$ cat src/rtl/vfcmc_pkg.sv
// Shared types and constants for the vertex fetch cache miss counter.
// No dependencies; the top level, range unit and walker import this package.
`default_nettype none

package vfcmc_pkg;

  // Cache geometry
  localparam int unsigned LINE_BYTES       = 64;
  localparam int unsigned CACHE_BYTES      = 128 * 1024;
  localparam int unsigned MAX_VERTEX_BYTES = 256;

  localparam int unsigned NUM_LINES = CACHE_BYTES / LINE_BYTES;
  localparam int unsigned OFFS_W    = $clog2(LINE_BYTES);
  localparam int unsigned SLOT_W    = $clog2(NUM_LINES);

  // Field widths
  localparam int unsigned IDX_W   = 32;
  localparam int unsigned SIZE_W  = 9;
  localparam int unsigned CNT_W   = 3;
  localparam int unsigned TOTAL_W = 48;

  // Derived address widths
  localparam int unsigned ADDR_W = IDX_W + SIZE_W;
  localparam int unsigned LINE_W = ADDR_W - OFFS_W;
  localparam int unsigned TAG_W  = LINE_W - SLOT_W;
  localparam int unsigned SPAN_W = $clog2(LINE_BYTES + MAX_VERTEX_BYTES);

  localparam logic [SIZE_W-1:0]  VSIZE_RST = SIZE_W'(16);
  localparam logic [SIZE_W-1:0]  VSIZE_MIN = SIZE_W'(1);
  localparam logic [SIZE_W-1:0]  VSIZE_MAX = SIZE_W'(MAX_VERTEX_BYTES);
  localparam logic [TOTAL_W-1:0] TOTAL_MAX = '1;
  localparam logic [TOTAL_W-1:0] LINE_INC  = TOTAL_W'(LINE_BYTES);

  typedef struct packed {
    logic [IDX_W-1:0] index;
    logic             last_index;
  } in_t;

  typedef struct packed {
    logic [CNT_W-1:0]   lines_touched;
    logic [CNT_W-1:0]   lines_missed;
    logic [TOTAL_W-1:0] total_bytes;
    logic               done_res;
  } res_t;

  // One tag store entry
  typedef struct packed {
    logic             valid;
    logic [TAG_W-1:0] tag;
  } tag_entry_t;

  localparam int unsigned ENTRY_W = $bits(tag_entry_t);

  // Line range of the vertex in flight, handed to the walker
  typedef struct packed {
    logic [LINE_W-1:0] first_line;
    logic [CNT_W-1:0]  touched;
    logic              last;
  } range_t;

endpackage

`default_nettype wire

$ cat src/rtl/vfcmc_range.sv
// Byte range unit: clamps the vertex size, multiplies it by the index and
// derives the first cache line and the line count. Depends on vfcmc_pkg.
`default_nettype none

module vfcmc_range (
  input  wire logic                          clk_i,
  input  wire logic                          load_i,
  input  wire vfcmc_pkg::in_t                in_i,
  input  wire logic [vfcmc_pkg::SIZE_W-1:0]  vsize_i,
  output vfcmc_pkg::range_t                  range_o
);

  import vfcmc_pkg::*;

  logic [IDX_W-1:0]  idx_q;
  logic [SIZE_W-1:0] size_q;
  logic [SIZE_W-1:0] size_eff;
  logic              last_q;
  logic [ADDR_W-1:0] prod_q;
  logic [SPAN_W-1:0] span;

  always_comb begin
    size_eff = vsize_i;
    if (vsize_i == '0) begin
      size_eff = VSIZE_MIN;
    end else if (vsize_i > VSIZE_MAX) begin
      size_eff = VSIZE_MAX;
    end
  end

  always_ff @(posedge clk_i) begin
    if (load_i) begin
      idx_q  <= in_i.index;
      size_q <= size_eff;
      last_q <= in_i.last_index;
    end
    prod_q <= ADDR_W'(idx_q) * ADDR_W'(size_q);
  end

  // Offset of the last byte relative to the first line's base
  assign span = SPAN_W'(prod_q[OFFS_W-1:0]) + SPAN_W'(size_q) - SPAN_W'(1);

  assign range_o.first_line = prod_q[ADDR_W-1:OFFS_W];
  assign range_o.touched    = CNT_W'(span >> OFFS_W) + CNT_W'(1);
  assign range_o.last       = last_q;

endmodule

`default_nettype wire

$ cat config.mk
export PLATFORM = sky130hd
export DESIGN_NAME = vfcmc_range
export DESIGN_NICKNAME = d
export VERILOG_FILES = /design/src/rtl/vfcmc_pkg.sv /design/src/rtl/vfcmc_range.sv
export SDC_FILE = /design/constraint.sdc
export NUM_CORES = 1
export LEC_CHECK = 0
export BUFFER_PORTS_ARGS = -buffer_cell sky130_fd_sc_hd__buf_2
export CORE_MARGIN = 1
export CORE_UTILIZATION = 55
export CTS_BUF_LIST = sky130_fd_sc_hd__clkbuf_4 sky130_fd_sc_hd__clkbuf_8
export DETAILED_ROUTE_END_ITERATION = 7
export PLACE_DENSITY_LB_ADDON = 0.3
export SYNTH_ARGS = -nofsm -noshare
export SYNTH_HDL_FRONTEND = slang
export SYNTH_SLANG_ARGS = --single-unit
$ cat constraint.sdc
create_clock -name clk_i -period 10.57 [get_ports clk_i]
set_clock_uncertainty 0.05 [all_clocks]
set_input_delay 1.5855 -clock clk_i [delete_from_list [all_inputs] [get_ports clk_i]]
set_output_delay 1.5855 -clock clk_i [all_outputs]
set_load 0.05 [all_outputs]
Word level (Yosys, flattened, before mapping)
Index checks and enable logic that the tools add are counted.
- add/subtract/negate cells: 3
- $mul: 1
- $lt $le $gt $ge: 1
- multiplexer cells: 1
- reductions and logical operators: 2
- operators with widths (operator ; number):
    32-bit by 9-bit multiplier with 41-bit output ; 1
    6-bit by 9-bit adder with 9-bit output ; 1
    9-bit > comparator, second input constant ; 1
    9-bit zero test ; 1
    9-bit 2-to-1 mux ; 1
    9-bit by 1-bit subtractor with 9-bit output, second input constant ; 1
    3-bit by 1-bit adder with 3-bit output, second input constant ; 1
    2-bit OR reduction ; 1
- flip-flop bits (word level): 83
- input port bits: 44
- output and inout bits: 39
- logic and storage cells: 13

Depth between registers and ports, before layout
Gate-level depths: netlist (run 1).
- word-level depth: 3
- mapped depth: 21
- gate-level depth less buffers: 19

Worst setup path after synthesis (run 1)
Ideal clock, no wire load.
- path type: flip-flop to output port
- start point: reg size_q[2]
- end point: out range_o[3] (netlist bit)
- arrival time: 3588 ps
- data required time: 8935 ps
- path slack: 5347 ps
- cell stages (with the launch flop): 18
- buffers on the path: 2
- cell sequence: edfxtp_1 -> clkbuf_1 -> clkbuf_1 -> inv_1 -> ha_1 -> inv_1 -> ha_1 -> nand2b_1 -> o21bai_1 -> a21o_1 -> a21o_1 -> a21oi_1 -> o21bai_1 -> xor2_1 -> ha_1 -> xor2_1 -> xnor2_1 -> xnor2_1
- RTL lines (element ; line ; source):
    from (decl) ; vfcmc_range.sv:16 ; logic [SIZE_W-1:0] size_q;
    from (signal assigned) ; vfcmc_range.sv:34 ; size_q <= size_eff;
    to (decl) ; vfcmc_range.sv:10 ; output vfcmc_pkg::range_t range_o

Worst setup path in the final report (run 1)
- start point: reg size_q[1]
- end point: reg prod_q[37]
- cells in the longest elaborated chain, start to end: 1
- ends and longest elaborated chain (element ; line ; source):
    32-bit by 9-bit multiplier with 41-bit output ; vfcmc_range.sv:37 ; prod_q <= ADDR_W'(idx_q) * ADDR_W'(size_q);
    to (signal assigned) ; vfcmc_range.sv:37 ;
    to (decl) ; vfcmc_range.sv:19 ; logic [ADDR_W-1:0] prod_q;
No other way between the ends.
A chain may end at the register's enable or synchronous reset.

==> impl_metrics.toml, run 1 <==
[outcome]
status = "finished clean"

[final_layout]
stdcell_area_sq_um = 12400
antennaDiodeCount = 0
n_fill_cell = 1806
drive_above_1_share_pct = 8.68
nets = 1627
area_growth_pct = 4.93

[cts]
insertion_delay_ns = 0.40
cts_hold_buf = 0
clk_pin_slew_ns = 0.11
htreeDepth = 3
cts-buffers-inserted = 9
clockBufferDepth = 2
cts_setup_buffers = 0
numClockSinks = 83
root_buffer = "clkbuf_8"
cts.repair.resized = 0
cts_tree = "yes"

[floorplanning]
die_w_um = 149
die_height_um = 149
row_count = 53
ios = 83
coreArea_sq_um = 21000
start_util_pct = 56.2
dieArea_sq_um = 22100

[detailed_routing]
drt_iter0_markers = 361
vias_per_cell = 5.25
drc_errors = 0
drtPass1Iterations = 5
wirelength_um = 25600
routed-via-count = 8276
antenna_left = 0
wl_per_cell_um = 16.2

[setup_path]
r2r_setup_slack_ns = 4.18
crit_path_start_kind = "flip-flop"
crit_required_ns = 10.83
endpoint_kind = "flip-flop"
critical_path.max_stage_delay_ns = 1.20
crit_start = "size_q[1]"
crit_slowest_cell = "edfxtp_1"
r2r-end = "prod_q[37]"
path_delay_family = "compound AO/OA/AOI/OAI gates"
critical_path_class = "flip-flop to flip-flop"
path_buf_inv = 3
cp.arrival_ns = 6.66
path_cells = "nand2_1 -> fa_1 -> inv_1 -> fa_1 -> inv_1 -> fa_1 -> fa_1 -> inv_1 -> ha_1 -> a21oi_1 -> o21ai_0 -> a2111oi_2 -> o32ai_2 -> a221oi_2 -> a21oi_2 -> o211a_1 -> a2111oi_2"
cp_max_fo = 33
r2r_cells = 17
regToRegStartpoint = "size_q[1]"
crit_path_frequent_cell = "fa_1"

[synth]
async_reset_ff_share_pct = 0
synth_xor_area_share_pct = 2.59
synth_area_leaders = "fa_1, edfxtp_1, and2_1"
ys_types = 49
synth-edff-count = 42
synth_adder_area_share_pct = 43.7
yosysMostFrequentCell = "inv_1"
syn_area_sq_um = 11800
synth_area_per_cell_sq_um = 9.28
synth_compound_area_share_pct = 6.67
dominantRegCellSynth = "edfxtp_1"
synth_cells = 1273
synth_top_area_share_pct = 35.8
synth_top_family_by_area = "adder cells"
ys_warn_count = 0
synth_top_cells_by_count = "inv_1, fa_1, and2_1"
ys_seq_area_share_pct = 17.6
synth.mux.area_fraction_pct = 0
synth_top_cell_by_area = "fa_1"
synth-simple-area-share_pct = 16.9
ys_ff_latch = 83
synth_fp_nets = 1603

[hold_path]
min_to = "prod_q[0]"
whs_path_depth = 1
hold_path.class = "flip-flop to flip-flop"
hp-start = "idx_q[0]"

[global_routing]
grt_pass1_wl_um = 43000
antenna_found_initial = 0
first_global_vias = 8825
grt_remaining_overflow = 0
grt_usage_pct = 25.2
grt_max_degree = 43

[place]
port_buffers = 82
gp_congestion = 0.950
postPlaceCellArea_sq_um = 12200
place.detailed.hpwl_um = 19600

[timing]
rsz0062_at_grt = "no"
min_period_ns = 6.39
worst_pin_slew_ns = 1.25
fmax_mhz = 156
finalSetupTns_ns = 0
hold_viol_final = 0
finalMaxSlewViolations = 0
slew-limit-headroom_pct = 16.6
finalCritPeriodShare_pct = 60.5
finalSetupViolations = 0

[run]
cap_violations = 0
[stage by stage]
stage | std cells | hold WS (ns) | setup slack, ns | util, %
2_1_floorplan | 1273 | 0.478 | 5.35 | -
4_1_cts | 1577 | 0.743 | 4.28 | 59.0
3_5_place_dp | 1561 | 0.715 | 4.28 | 58.0
6_report | 1577 | 0.770 | 4.18 | 59.0
5_1_grt | 1577 | 0.791 | 3.84 | 59.0
3_3_place_gp | 1561 | 0.714 | 4.37 | 58.0
[layer usage]
layer | global-route usage [%] | routed length (um)
met1 | 33.3 | 11100
met2 | 41.7 | 12100
met3 | 4.75 | 1870
met4 | 8.66 | 529
met5 | 0 | 0
[registers in the layout (all words and copies together), names as in the netlist]
name and flops:
last_q 1, idx_q 32, size_q 9, prod_q 41
[cells by family after synthesis]
logic type	after synthesis
and+or+nand+nor	391
adders and majority gates	286
xor gates and xnor gates	35
DFF	83
buffers and inverters	357
AOI/OAI and AO/OA	121
[worst max path at each step]
| stage | to | slack, ns | depth (start not counted) |
|---|---|---|---|
| 3_5_place_dp | prod_q[37] | 4.28 | 17 |
| 4_1_cts | prod_q[37] | 4.28 | 17 |
| 3_3_place_gp | prod_q[39] | 4.37 | 17 |
| 6_report | prod_q[37] | 4.18 | 17 |
| 5_1_grt | prod_q[39] | 3.84 | 17 |
| 2_1_floorplan | range_o[3] | 5.35 | 17 |
[final cells by class]
| type | count | area, sq um | area share (%) |
|---|---|---|---|
| multi-input cells | 833 | 8250 | 66.6 |
| flip-flops and latches | 83 | 2080 | 16.8 |
| inverters | 281 | 1050 | 8.51 |
| repair buffers | 89 | 463 | 3.73 |
| well taps | 275 | 344 | 2.78 |
| clock buffers | 9 | 124 | 0.999 |
| clock inverters | 7 | 76.3 | 0.616 |
[layout by cell type, fill, tap and decap left out, drive strengths merged, types with 6 or more instances in the layout]
master,instances
inv,285
fa,211
and2,173
nand2,152
buf,89
ha,75
a21oi,47
edfxtp,42
dfxtp,41
o21ai,27
xnor2,26
nor2,24
a21o,14
xor2,9
clkbuf,9
nand2b,7
nand4,7
nor3,7
nor4,6
nand3,6
Power of run 1 is left out: the tool's default activity adds up to more than one toggle a clock period on the data nets, which glitch-free logic cannot reach.
==> inputs of run 2 (changes only) <==
- clock period: 10.57 -> 5.9 ns (I/O delays scaled with it)
==> run 2 against run 1 <==
Sequential share of layout area decreased by 0.27 points. Die area unchanged. Clock-buffer cell count unchanged. Worst setup slack got worse by 3.9 ns. Maximum frequency increased by 14%. Worst hold slack got worse by 0.17 ns. First-iteration DRC count increased by 5.0%. Flip-flop and latch count unchanged.
==> impl_metrics.toml, run 2 (synthesized netlist as in run 1, its figures left out) <==
[timing]
min_period_ns = 5.59
rsz0062_at_grt = "no"
fmax_mhz = 179
worst_pin_slew_ns = 1.02
finalSetupViolations = 0
slew-limit-headroom_pct = 32.0
finalCritPeriodShare_pct = 94.7
finalMaxSlewViolations = 0
finalSetupTns_ns = 0
hold_viol_final = 0
whs_ns = 0.602

[final_layout]
largest-register = "prod_q"
largest_registers = "prod_q x41, idx_q x32, size_q x9"
antennaDiodeCount = 0
area_growth_pct = 6.63
final_cell_mix = "inv_1, fa_1, and2_1, nand2_1, buf_2"
final_common_cell = "inv_1"
drive_above_1_share_pct = 10.1
nets = 1648
largest_register_ffs = 41

[setup_path]
crit_required_ns = 6.14
path_cells = "and2_1 -> fa_1 -> fa_1 -> fa_1 -> inv_1 -> fa_1 -> inv_1 -> ha_1 -> nand4_1 -> a2111oi_2 -> or3b_1 -> o32ai_2 -> a221oi_2 -> buf_4 -> a21oi_2 -> nor4_1 -> a2111oi_2"
cp.arrival_ns = 5.83
path_buf_inv = 3
crit_slowest_cell = "edfxtp_1"
crit_path_start_kind = "flip-flop"
crit_path_frequent_cell = "fa_1"
cp_max_fo = 15
critical_path_class = "flip-flop to flip-flop"
endpoint_kind = "flip-flop"
path_delay_family = "adder cells"
path_depth = 17
r2r_cells = 17
critical_path.max_stage_delay_ns = 0.59

[floorplanning]
row_count = 53
dieArea_sq_um = 22100
coreArea_sq_um = 21000
die_w_um = 149
start_util_pct = 56.2
die_height_um = 149
ios = 83

[outcome]
status = "finished clean"

[detailed_routing]
wl_per_cell_um = 16.0
routed-via-count = 8363
drt_iter0_markers = 379
antenna_left = 0
drc_errors = 0
wirelength_um = 25600
drtPass1Iterations = 5
vias_per_cell = 5.23

[global_routing]
grt_remaining_overflow = 0
first_global_vias = 8821
grt_max_degree = 43
antenna_found_initial = 0
grt_usage_pct = 25.1
grt_pass1_wl_um = 43000

[cts]
htreeDepth = 3
root_buffer = "clkbuf_8"
cts_hold_buf = 0
cts_setup_buffers = 0
insertion_delay_ns = 0.40
clockBufferDepth = 2
cts-buffers-inserted = 9
clk_pin_slew_ns = 0.12
numClockSinks = 83
cts_tree = "yes"
cts.repair.resized = 0

[place]
place.detailed.hpwl_um = 20400
port_buffers = 82
gp_congestion = 0.924

[hold_path]
hold_path.class = "input port to flip-flop"
whs_path_depth = 1

[run]
cap_violations = 0
-- run 2: final timing paths --
kind                                start          to  slack [ns]
worst max-delay path            size_q[6]  prod_q[37]        0.31
worst min-delay path              in_i[3]    idx_q[2]        0.60
worst max register to register  size_q[6]  prod_q[37]        0.31
worst min register to register  size_q[1]   prod_q[1]        0.69
-- run 2: cell type report --
type | count | area, sq um
fill | 1747 | 8420
multi-input combinational | 833 | 8250
sequential | 83 | 2080
inverter | 281 | 1050
timing repair buffer | 110 | 658
tap | 275 | 344
clock buffer | 9 | 124
clock inverter | 7 | 81.3
-- run 2: stage by stage --
| stage | instance area (sq um) | setup WS (ns) | std cells | util, % |
|---|---|---|---|---|
| 4_1_cts | 12600 | 0.308 | 1598 | 59.9 |
| 3_3_place_gp | 12400 | 0.491 | 1582 | 59.0 |
| 5_1_grt | 12600 | 0.0290 | 1598 | 59.9 |
| 2_1_floorplan | 11800 | 0.758 | 1273 | - |
| 6_report | 12600 | 0.310 | 1598 | 59.9 |
| 3_5_place_dp | 12400 | 0.360 | 1582 | 59.0 |
-- run 2: worst reg2reg max path, stage by stage, from the launching register on --
cell	delay, ns
edfxtp_1	0.59
and2_1	0.25
fa_1	0.50
fa_1	0.52
fa_1	0.55
inv_1	0.06
fa_1	0.53
inv_1	0.04
ha_1	0.39
nand4_1	0.18
a2111oi_2	0.40
or3b_1	0.40
o32ai_2	0.22
a221oi_2	0.10
buf_4	0.18
a21oi_2	0.18
nor4_1	0.08
a2111oi_2	0.29
-- run 2: metal layers --
layer  part of all wire [%]  GRT usage [%]  vias to the layer above
met3                    6.5           3.37                       32
met1                     44           34.2                     4159
met2                     48           42.4                      280
li1                       -              -                     3892
met4                    1.4           6.39                        0
met5                      0              0                        -
Power of run 2 is left out for the same reason.
